$ cat src/design/ostb_pkg.sv
`default_nettype none

package ostb_pkg;

   // Default bank size and counter width.
   localparam int NumTimersDefault  = 4;
   localparam int CountWidthDefault = 16;

   // Fixed field widths of the command and result channels.
   localparam int CmdWidth   = 2;
   localparam int IndexWidth = 2;
   localparam int LoadWidth  = 16;
   localparam int MaskWidth  = 4;

   typedef logic [CmdWidth-1:0] cmd_type;

   // Command codes.
   localparam cmd_type CMD_TICK     = 2'd0;
   localparam cmd_type CMD_START    = 2'd1;
   localparam cmd_type CMD_STOP     = 2'd2;
   localparam cmd_type CMD_STOP_ALL = 2'd3;

   // One command as it travels from the input register to the timer core.
   typedef struct packed {
      cmd_type                cmd;
      logic [IndexWidth-1:0]  timer_index;
      logic [LoadWidth-1:0]   start_count;
   } command_type;

   // One result as it leaves the timer core.
   typedef struct packed {
      logic [MaskWidth-1:0] running_mask;
      logic [MaskWidth-1:0] expired_mask;
      logic                 stop_hit;
   } result_type;

endpackage

`default_nettype wire

$ cat src/design/ostb_if.sv
`default_nettype none

// Command channel.
interface ostb_req_if import ostb_pkg::*; ();
   logic                  valid;
   logic                  ready;
   cmd_type               cmd;
   logic [IndexWidth-1:0] timer_index;
   logic [LoadWidth-1:0]  start_count;

   modport source (output valid, cmd, timer_index, start_count, input ready);
   modport sink (input valid, cmd, timer_index, start_count, output ready);
endinterface

// Result channel.
interface ostb_rsp_if import ostb_pkg::*; ();
   logic                 valid;
   logic                 ready;
   logic [MaskWidth-1:0] running_mask;
   logic [MaskWidth-1:0] expired_mask;
   logic                 stop_hit;

   modport source (output valid, running_mask, expired_mask, stop_hit, input ready);
   modport sink (input valid, running_mask, expired_mask, stop_hit, output ready);
endinterface

`default_nettype wire

$ cat src/design/ostb_timer_core.sv
`default_nettype none

module ostb_timer_core import ostb_pkg::*; #(
   parameter int NUM_TIMERS  = NumTimersDefault,
   parameter int COUNT_WIDTH = CountWidthDefault
) (
   input  wire logic        clock,
   input  wire logic        reset,
   input  wire logic        exec,
   input  wire command_type command,
   output result_type       result
);

   // Only the first four timers show up in the result masks.
   localparam int VisibleTimers = (NUM_TIMERS < MaskWidth) ? NUM_TIMERS : MaskWidth;

   logic [NUM_TIMERS-1:0]  running_ff;
   logic [NUM_TIMERS-1:0]  running_in;
   logic [NUM_TIMERS-1:0]  pending_ff;
   logic [NUM_TIMERS-1:0]  pending_in;
   logic [COUNT_WIDTH-1:0] ticks_ff [NUM_TIMERS];
   logic [COUNT_WIDTH-1:0] ticks_in [NUM_TIMERS];
   logic [NUM_TIMERS-1:0]  selected;
   logic [NUM_TIMERS-1:0]  hit_vec;
   logic [COUNT_WIDTH-1:0] load_value;

   assign load_value = COUNT_WIDTH'(command.start_count);

   // Next state of every timer for the command in the input register.
   always_comb begin
      for (int t = 0; t < NUM_TIMERS; t++) begin
         selected[t]   = (32'(command.timer_index) == 32'(t));
         hit_vec[t]    = 1'b0;
         running_in[t] = running_ff[t];
         pending_in[t] = pending_ff[t];
         ticks_in[t]   = ticks_ff[t];
         case (command.cmd)
            CMD_TICK: begin
               if (running_ff[t]) begin
                  ticks_in[t] = ticks_ff[t] - COUNT_WIDTH'(1);
                  if (ticks_ff[t] == COUNT_WIDTH'(1)) begin
                     pending_in[t] = 1'b1;
                     running_in[t] = 1'b0;
                  end
               end
            end
            CMD_START: begin
               if (selected[t]) begin
                  pending_in[t] = 1'b0;
                  ticks_in[t]   = load_value;
                  running_in[t] = 1'b1;
               end
            end
            CMD_STOP: begin
               if (selected[t] && (running_ff[t] || pending_ff[t])) begin
                  hit_vec[t]    = 1'b1;
                  running_in[t] = 1'b0;
                  pending_in[t] = 1'b0;
                  ticks_in[t]   = '0;
               end
            end
            default: begin
               running_in[t] = 1'b0;
               pending_in[t] = 1'b0;
               ticks_in[t]   = '0;
            end
         endcase
      end
   end

   // Result masks reflect the state after the command.
   always_comb begin
      result.running_mask = '0;
      result.expired_mask = '0;
      for (int t = 0; t < VisibleTimers; t++) begin
         result.running_mask[t] = running_in[t];
         result.expired_mask[t] = pending_in[t];
      end
      result.stop_hit = |hit_vec;
   end

   // Timer state advances once per executed command.
   always_ff @(posedge clock) begin
      if (reset) begin
         running_ff <= '0;
         pending_ff <= '0;
         for (int t = 0; t < NUM_TIMERS; t++) begin
            ticks_ff[t] <= '0;
         end
      end else if (exec) begin
         running_ff <= running_in;
         pending_ff <= pending_in;
         for (int t = 0; t < NUM_TIMERS; t++) begin
            ticks_ff[t] <= ticks_in[t];
         end
      end
   end

endmodule

`default_nettype wire

$ cat src/design/one_shot_timer_bank.sv
// Bank of one-shot countdown timers driven by one command per transfer on
// req_chan (tick, start, stop, stop all); every command returns one result on
// rsp_chan with the running and expired masks after the command and, for a
// stop, whether the timer was live. A command waits in the input register
// until the result register is free or being emptied. In that cycle the
// timer state is updated and the result is captured in the result register.
// One command is accepted every cycle while results are taken. When
// rsp_chan.ready is low and both registers hold an item, req_chan.ready
// drops in that same cycle and stays low until the result leaves.
`default_nettype none

module one_shot_timer_bank import ostb_pkg::*; #(
   parameter int NUM_TIMERS  = NumTimersDefault,
   parameter int COUNT_WIDTH = CountWidthDefault
) (
   input wire logic clock,
   input wire logic reset,
   ostb_req_if.sink   req_chan,
   ostb_rsp_if.source rsp_chan
);

   logic        cmd_valid_ff;
   logic        cmd_valid_in;
   command_type cmd_ff;
   logic        rsp_valid_ff;
   logic        rsp_valid_in;
   result_type  rsp_ff;
   result_type  core_result;
   logic        exec;
   logic        req_take;

   // The command executes when the result register is free or being emptied.
   assign exec     = cmd_valid_ff && (!rsp_valid_ff || rsp_chan.ready);
   assign req_take = req_chan.valid && req_chan.ready;

   assign req_chan.ready = !cmd_valid_ff || exec;

   assign cmd_valid_in = req_take || (cmd_valid_ff && !exec);
   assign rsp_valid_in = exec || (rsp_valid_ff && !rsp_chan.ready);

   // Input register.
   always_ff @(posedge clock) begin
      if (reset) begin
         cmd_valid_ff <= 1'b0;
      end else begin
         cmd_valid_ff <= cmd_valid_in;
      end
   end

   always_ff @(posedge clock) begin
      if (req_take) begin
         cmd_ff.cmd         <= req_chan.cmd;
         cmd_ff.timer_index <= req_chan.timer_index;
         cmd_ff.start_count <= req_chan.start_count;
      end
   end

   ostb_timer_core #(
      .NUM_TIMERS (NUM_TIMERS),
      .COUNT_WIDTH(COUNT_WIDTH)
   ) u_core (
      .clock  (clock),
      .reset  (reset),
      .exec   (exec),
      .command(cmd_ff),
      .result (core_result)
   );

   // Result register.
   always_ff @(posedge clock) begin
      if (reset) begin
         rsp_valid_ff <= 1'b0;
      end else begin
         rsp_valid_ff <= rsp_valid_in;
      end
   end

   always_ff @(posedge clock) begin
      if (exec) begin
         rsp_ff <= core_result;
      end
   end

   assign rsp_chan.valid        = rsp_valid_ff;
   assign rsp_chan.running_mask = rsp_ff.running_mask;
   assign rsp_chan.expired_mask = rsp_ff.expired_mask;
   assign rsp_chan.stop_hit     = rsp_ff.stop_hit;

endmodule

`default_nettype wire

$ cat src/flat_wrapper.sv
// flat-port wrapper written by rule: the top's interface ports become plain ports
module one_shot_timer_bank_flat import ostb_pkg::*;
#(
   parameter int NUM_TIMERS  = NumTimersDefault,
   parameter int COUNT_WIDTH = CountWidthDefault
)
  (clock, reset, req_chan_valid, req_chan_cmd, req_chan_timer_index, req_chan_start_count, req_chan_ready, rsp_chan_valid, rsp_chan_running_mask, rsp_chan_expired_mask, rsp_chan_stop_hit, rsp_chan_ready);
  ostb_req_if req_chan_i ();
  ostb_rsp_if rsp_chan_i ();
  input wire logic clock;
  input wire logic reset;
  input wire logic [$bits(req_chan_i.valid)-1:0] req_chan_valid;
  input wire logic [$bits(req_chan_i.cmd)-1:0] req_chan_cmd;
  input wire logic [$bits(req_chan_i.timer_index)-1:0] req_chan_timer_index;
  input wire logic [$bits(req_chan_i.start_count)-1:0] req_chan_start_count;
  output wire logic [$bits(req_chan_i.ready)-1:0] req_chan_ready;
  output wire logic [$bits(rsp_chan_i.valid)-1:0] rsp_chan_valid;
  output wire logic [$bits(rsp_chan_i.running_mask)-1:0] rsp_chan_running_mask;
  output wire logic [$bits(rsp_chan_i.expired_mask)-1:0] rsp_chan_expired_mask;
  output wire logic [$bits(rsp_chan_i.stop_hit)-1:0] rsp_chan_stop_hit;
  input wire logic [$bits(rsp_chan_i.ready)-1:0] rsp_chan_ready;
  assign req_chan_i.valid = req_chan_valid;
  assign req_chan_i.cmd = req_chan_cmd;
  assign req_chan_i.timer_index = req_chan_timer_index;
  assign req_chan_i.start_count = req_chan_start_count;
  assign req_chan_ready = req_chan_i.ready;
  assign rsp_chan_valid = rsp_chan_i.valid;
  assign rsp_chan_running_mask = rsp_chan_i.running_mask;
  assign rsp_chan_expired_mask = rsp_chan_i.expired_mask;
  assign rsp_chan_stop_hit = rsp_chan_i.stop_hit;
  assign rsp_chan_i.ready = rsp_chan_ready;
  one_shot_timer_bank #(.NUM_TIMERS(NUM_TIMERS), .COUNT_WIDTH(COUNT_WIDTH)) u_core (.clock(clock), .reset(reset), .req_chan(req_chan_i), .rsp_chan(rsp_chan_i));
endmodule
$ cat config.mk
export PLATFORM = sky130hd
export DESIGN_NAME = one_shot_timer_bank_flat
export DESIGN_NICKNAME = d
export VERILOG_FILES = /design/src/design/ostb_pkg.sv /design/src/design/ostb_if.sv /design/src/design/ostb_timer_core.sv /design/src/design/one_shot_timer_bank.sv /design/src/flat_wrapper.sv
export SDC_FILE = /design/constraint.sdc
export NUM_CORES = 1
export LEC_CHECK = 0
export BUFFER_PORTS_ARGS = -buffer_cell sky130_fd_sc_hd__clkbuf_2
export CELL_PAD_IN_SITES_DETAIL_PLACEMENT = 0
export CELL_PAD_IN_SITES_GLOBAL_PLACEMENT = 1
export CORE_MARGIN = 2
export CORE_UTILIZATION = 44
export CTS_CLUSTER_SIZE = 10
export DETAILED_ROUTE_END_ITERATION = 16
export GPL_TIMING_DRIVEN = 0
export PLACE_DENSITY = 0.77
export SLEW_MARGIN = 20
export SYNTH_ARGS = -nofsm -noshare
export SYNTH_HDL_FRONTEND = slang
export SYNTH_SLANG_ARGS = --single-unit
$ cat constraint.sdc
create_clock -name clock -period 2.4 [get_ports clock]
set_input_delay 0.24 -clock clock [delete_from_list [all_inputs] [get_ports clock]]
set_output_delay 0.24 -clock clock [all_outputs]
set_load 0.01 [all_outputs]
==> metrics.yaml, run 1 <==
outcome:
  status: "finished, final reports clean"
critical_path:
  r2r-end: "u_core.u_core.ticks_ff[3][5]"
  regToRegStartpoint: "u_core.cmd_ff[18]"
  worst_r2r_path_depth: 4
  worstPathMaxFanout: 12
  ff2ff_setup_slack_ns: 0.05
  critPathKind: "reg -> reg"
  arrival_ns: 2.40
  cp-start-kind: "flip-flop"
  required_ns: 2.46
  cp-end-kind: "flip-flop"
drt:
  drc: 0
  routedWlPerCell_microns: 18.0
  ant_nets: 0
  drtPass1Iterations: 4
  drt_iter0_markers: 330
  num_vias: 3882
  drt-total-wl_microns: 12400
  vias_per_cell: 5.64
clock_network:
  clock_latency_ns: 0.35
  clock-root-buffer: "clkbuf_16"
  cts_tree: "built"
  path_clk_slew_ns: 0.08
  cts_sinks: 103
  numCtsBuffers: 9
  clockBufferDepth: 2
  ctsHoldBuffers: 0
  cts_max_level: 3
  post-cts-setup-buffers: 0
power_and_ir_drop:
  total_power_uw: 4040
  p_leak_uw: 0.00205
  power_density_mw_per_mm2: 671
  irDropWorstVdd_v: 0.000345
timing:
  setup_viol: 0
  max_freq_mhz: 426
  period_minus_slack_ns: 2.35
  hold_viol: 0
  max-slew-margin-rel_pct: 35.1
  rsz0062_at_grt: "false"
  skew_ns: 0.00954
  fin_crit_sh_pct: 97.8
  tightest_slew_ns: 0.974
  hold-worst-slack_ns: 0.0540
  slew_violations: 0
placement:
  post-dp-hpwl_microns: 8570
  placed_area_sq_mm: 0.00569
  gp_congestion: 0.838
  port_buffers: 33
floorplan:
  ioPinCount: 35
  dieArea_sq_mm: 0.0129
  initial_utilization_pct: 44.6
  num_rows: 40
  die_w_microns: 114
  dieHeight_microns: 114
  core-area_sq_mm: 0.0119
synthesis:
  synthArstFlopShare_pct: 0
  ys_ff_latch: 103
  ys_types: 48
  synth_area_per_cell_sq_um: 10.8
  synth_top_area_share_pct: 52.8
  seq_area_frac_synth_pct: 56.5
  synth_ff_type: "edfxtp_1"
  yosysTopAreaCell: "edfxtp_1"
  synthTopCellsByArea: "edfxtp_1, a21oi_1, xnor2_1"
  syn_area_sq_mm: 0.00529
  synth_nets: 523
  synth_common_cells: "edfxtp_1, a21oi_1, nor2_1"
  synth_edf_count: 93
  syn_inst: 491
  synth_most_common_cell: "edfxtp_1"
  yosys_warnings: 0
grt:
  grt_pass1_wl_microns: 19400
  grt_max_degree: 21
  grt_pass1_vias: 3693
  antenna_found_initial: 0
  gr-total-overflow: 0
  grt_use_total_pct: 19.8
final_layout:
  stdcell_area_sq_mm: 0.00603
  syn_to_final_growth_pct: 13.9
  layout-drive-gt1-share_pct: 14.4
  nNetsFinal: 568
  antenna-diode-count: 0
job:
  drv_cap: 0
hold_path:
  min_from: "req_chan_start_count[13]"
  hold_path_depth: 1
  holdCritPathClass: "in -> reg"
  min_to: "u_core.cmd_ff[13]"
-- final cells by class --
class                   count  area (sq um)
plain buffers              19          86.3
clock buffers               9           225
clock inverters             7          78.8
fillers                  1036          5830
inverters                  14          52.6
multi-input cells         353          2210
flip-flops and latches    103          2990
well taps                 147           184
repair buffers             36           199
-- critical path: stages (launching register included) --
cell	delay (ns)
edfxtp_1	0.38
clkbuf_1	0.40
inv_1	0.33
o21ai_0	0.84
a21oi_1	0.10
-- sequential cells by signal, indices dropped and copies added (netlist names), 4 cells and up --
| signal | count |
|---|---|
| u_core.rsp_chan.running_mask | 4 |
| u_core.rsp_chan.expired_mask | 4 |
| u_core.u_core.pending_ff | 4 |
| u_core.u_core.running_ff | 4 |
| u_core.u_core.ticks_ff | 64 |
| u_core.cmd_ff | 20 |
-- worst max path at each step --
stage                           start                      endpoint  slack, ns  cells past startpoint
floorplan           u_core.cmd_ff[19]  u_core.u_core.ticks_ff[1][0]       0.02                      6
global placement    u_core.cmd_ff[19]  u_core.u_core.ticks_ff[0][8]      -0.81                      6
detailed placement  u_core.cmd_ff[18]  u_core.u_core.ticks_ff[0][4]      -0.26                      6
CTS                 u_core.cmd_ff[18]  u_core.u_core.ticks_ff[3][5]       0.03                      5
global route        u_core.cmd_ff[19]  u_core.u_core.ticks_ff[1][5]      0.003                      5
finish              u_core.cmd_ff[18]  u_core.u_core.ticks_ff[3][5]       0.05                      4
-- cells in the final DEF, fill, tap and decap left out, types with 8 or more instances in the layout --
| cell | count |
|---|---|
| clkbuf_1 | 11 |
| nor2_1 | 49 |
| a21oi_1 | 53 |
| o21ai_0 | 43 |
| edfxtp_1 | 93 |
| xor2_1 | 23 |
| inv_1 | 14 |
| ha_1 | 8 |
| nor3_1 | 20 |
| clkbuf_2 | 39 |
| nand2_1 | 30 |
| xnor2_1 | 29 |
| clkbuf_16 | 9 |
| dfxtp_1 | 10 |
-- per-stage QoR --
stage | std cells | utilization, % | setup TNS, ns | setup slack [ns]
6_report | 688 | 50.8 | 0 | 0.0538
3_5_place_dp | 674 | 48.0 | -9.63 | -0.262
5_1_grt | 688 | 50.8 | 0 | 0.00253
3_3_place_gp | 671 | 47.6 | -48.38 | -0.812
2_1_floorplan | 491 | - | 0 | 0.0223
4_1_cts | 690 | 50.9 | 0 | 0.0298
-- timing repair --
action,CTS,global route
setup endpoints to repair,90,79
cloned,0,0
resized for setup,11,5
-- layer usage --
layer	up-vias	routed length, microns	share of wire (%)	global-route usage, %
met5	-	0	0	0
met4	0	259	2.1	6.67
met3	15	462	3.7	3.88
met2	88	5690	46	30.8
met1	1881	5960	48	28.0
li1	1898	-	-	-
-- cell families (layout without fill, tap and decap cells) --
kind of cell / Yosys count / in the layout / share of synthesized area, %
AO/OA/AOI/OAI: 133 / 133 / 14.1
adder cells (fa/ha/maj): 10 / 10 / 2.27
XOR/XNOR: 52 / 52 / 8.61
buffers and inverters: 35 / 85 / 2.62
flip-flops: 103 / 103 / 56.5
AND/OR/NAND/NOR: 158 / 158 / 15.9
-- report_power, final --
group          leakage [uW]  internal (uW)  switching, uW
clock              0.000139            820            694
combinational      0.000882            149            241
sequential          0.00103           2060           78.8
total               0.00205           3030           1010
Power figures use the tool's default switching activity.
==> inputs of run 2 (changes only) <==
--- a/config.mk
+++ b/config.mk
@@ -6,14 +6,16 @@
 export NUM_CORES = 1
 export LEC_CHECK = 0
 export BUFFER_PORTS_ARGS = -buffer_cell sky130_fd_sc_hd__clkbuf_2
+export CAP_MARGIN = 20
 export CELL_PAD_IN_SITES_DETAIL_PLACEMENT = 0
 export CELL_PAD_IN_SITES_GLOBAL_PLACEMENT = 1
 export CORE_MARGIN = 2
-export CORE_UTILIZATION = 44
+export CORE_UTILIZATION = 45
+export CTS_BUF_LIST = sky130_fd_sc_hd__clkbuf_8
 export CTS_CLUSTER_SIZE = 10
 export DETAILED_ROUTE_END_ITERATION = 16
 export GPL_TIMING_DRIVEN = 0
-export PLACE_DENSITY = 0.77
+export PLACE_DENSITY = 0.79
 export SLEW_MARGIN = 20
 export SYNTH_ARGS = -nofsm -noshare
 export SYNTH_HDL_FRONTEND = slang
==> metrics.yaml, run 2 (same netlist as run 1, synthesis figures left out) <==
timing:
  rsz0062_at_grt: "false"
  fin_crit_sh_pct: 94.5  # -3.3 points
  skew_ns: 0.0156  # +0.00609 ns
  hold_viol: 0  # unchanged
  tightest_slew_ns: 0.964  # -0.00948 ns
  period_minus_slack_ns: 2.27  # -0.0792 ns
  max-slew-margin-rel_pct: 35.7  # +0.63 points
  setup_viol: 0  # unchanged
  max_freq_mhz: 441  # +3.5%
  finalSetupTns_ns: 0  # unchanged
  hold-worst-slack_ns: 0.0317  # -0.0223 ns
  slew_violations: 0  # unchanged
drt:
  drc: 0  # unchanged
  drtPass1Iterations: 5  # +1
  drt-total-wl_microns: 12200  # -1.3%
  routedWlPerCell_microns: 17.8  # -0.90%
  drt_iter0_markers: 368  # +12%
  ant_nets: 0  # unchanged
  num_vias: 3932  # +1.3%
  vias_per_cell: 5.74  # +1.7%
outcome:
  status: "finished, final reports clean"
critical_path:
  arrival_ns: 2.37  # -0.03 ns
  ff2ff_setup_slack_ns: 0.13  # +0.08 ns
  regToRegStartpoint: "u_core.rsp_chan.valid"
  cp-end-kind: "flip-flop"
  r2r-end: "u_core.u_core.ticks_ff[0][8]"
  worstPathMaxFanout: 10  # -2
  required_ns: 2.51  # +0.05 ns
  critPathKind: "reg -> reg"
  slowest_delay_ns: 0.59  # -0.25 ns
  crit_family: "simple AND/OR/NAND/NOR gates"
  crit_buf_inv: 1  # -1
  worst_r2r_path_depth: 6  # +2
  cp-start-kind: "flip-flop"
  crit_slowest_cell: "clkbuf_1"
  cp_cell_sequence: "nor2b_1 -> nand2b_1 -> clkbuf_1 -> nor3_4 -> nand2_1 -> o21ai_0"
power_and_ir_drop:
  p_leak_uw: 0.00202  # -1.6%
  power_density_mw_per_mm2: 630  # -6.1%
  total_power_uw: 3740  # -7.6%
  irDropWorstVdd_v: 0.000361  # +4.7%
clock_network:
  cts_max_level: 3  # unchanged
  clockBufferDepth: 2  # unchanged
  numCtsBuffers: 9  # unchanged
  cts_tree: "built"
  clock-root-buffer: "clkbuf_8"
  path_clk_slew_ns: 0.11  # +0.03 ns
  clock_latency_ns: 0.37  # +0.02 ns
  cts_sinks: 103  # unchanged
grt:
  grt_pass1_vias: 3813  # +3.2%
  grt_max_degree: 21  # unchanged
  antenna_found_initial: 0  # unchanged
  grt_pass1_wl_microns: 19800  # +2.3%
  grt-busiest-layer: "met2"
  grtUsageMet1_pct: 29.3  # +1.3 points
  gr-total-overflow: 0  # unchanged
  use_met3_pct: 3.40  # -0.48 points
  gr-usage-met2_pct: 30.9  # +0.065 points
  grt_use_total_pct: 20.3  # +0.51 points
floorplan:
  num_rows: 39  # -2.5%
  core-area_sq_mm: 0.0115  # -3.3%
  dieHeight_microns: 112  # -1.1%
  die_w_microns: 112  # -1.1%
  ioPinCount: 35  # unchanged
  dieArea_sq_mm: 0.0126  # -2.1%
  initial_utilization_pct: 46.2  # +1.5 points
final_layout:
  antenna-diode-count: 0  # unchanged
  syn_to_final_growth_pct: 12.1
  layout-drive-gt1-share_pct: 14.2  # -0.21 points
  largest-register: "u_core.u_core.ticks_ff"
  final_common_cell: "edfxtp_1"
  largest_reg_flops: 64  # unchanged
  most-common-layout-cells: "edfxtp_1, a21oi_1, nor2_1"
  top_regs: "u_core.u_core.ticks_ff x64, u_core.cmd_ff x20"
  utilization_pct: 51.8  # +0.93 points
  fillers: 1011  # -2.4%
  nNetsFinal: 569  # +0.18%
  stdcell_area_sq_mm: 0.00593  # -1.6%
hold_path:
  holdCritPathClass: "in -> reg"
  min_to: "u_core.cmd_ff[15]"
  hold_path_depth: 1  # unchanged
  min_from: "req_chan_start_count[15]"
placement:
  placed_area_sq_mm: 0.00569  # about the same
  port_buffers: 33  # unchanged
  gp_congestion: 0.866  # +3.3%
  post-dp-hpwl_microns: 8570  # about the same
job:
  drv_cap: 0  # unchanged
[run 2: cell types whose count changed in the layout (fill, tap and decap cells not counted), sizes merged]
cell	delta
clkinv	+3
inv	-3
bufinv	+1
buf	+1
clkinvlp	-1
[run 2: report_power, final]
group | internal [uW] | leakage (uW) | switching (uW)
Combinational | 147 | 0.000884 | 239
Clock | 589 | 0.000105 | 623
Sequential | 2060 | 0.00103 | 78.2
[run 2: cell type report]
type / count / area, sq um / area share [%]
buffer: 20 / 88.8 / 1.50
clock buffer: 9 / 124 / 2.09
clock inverter: 7 / 97.6 / 1.64
inverter: 14 / 52.6 / 0.886
multi-input combinational: 353 / 2200 / 37.1
sequential: 103 / 2990 / 50.4
tap: 143 / 179 / 3.01
timing repair buffer: 36 / 199 / 3.35
[run 2: per-layer routing]
layer | up-vias | part of all wire [%]
li1 | 1906 | -
met1 | 1874 | 47
met2 | 129 | 45
met3 | 23 | 5.4
met4 | 0 | 2.4
met5 | - | 0
[run 2: worst max path at each step]
stage                                      start                              end  cells after the start  slack, ns
CTS                 u_core.u_core.ticks_ff[2][2]  u_core.rsp_chan.running_mask[2]                      5      0.008
global placement               u_core.cmd_ff[19]    u_core.u_core.ticks_ff[1][13]                      6      -0.77
finish                     u_core.rsp_chan.valid     u_core.u_core.ticks_ff[0][8]                      6       0.13
detailed placement             u_core.cmd_ff[19]     u_core.u_core.ticks_ff[0][9]                      6      -0.23
global route               u_core.rsp_chan.valid     u_core.u_core.ticks_ff[0][6]                      6      0.006
floorplan                      u_core.cmd_ff[19]     u_core.u_core.ticks_ff[1][0]                      6       0.02
[run 2: per-stage QoR]
step	worst slack, ns	cells
floorplan	0.0223	491
global placement	-0.769	667
detailed placement	-0.234	670
CTS	0.00835	686
global route	0.00552	685
finish	0.133	685
[run 2: timing repair]
item	in CTS	in global routing
setup endpoints to repair	58	94
buffers inserted	0	0
gates resized for setup	4	11
hold buffers	0	0
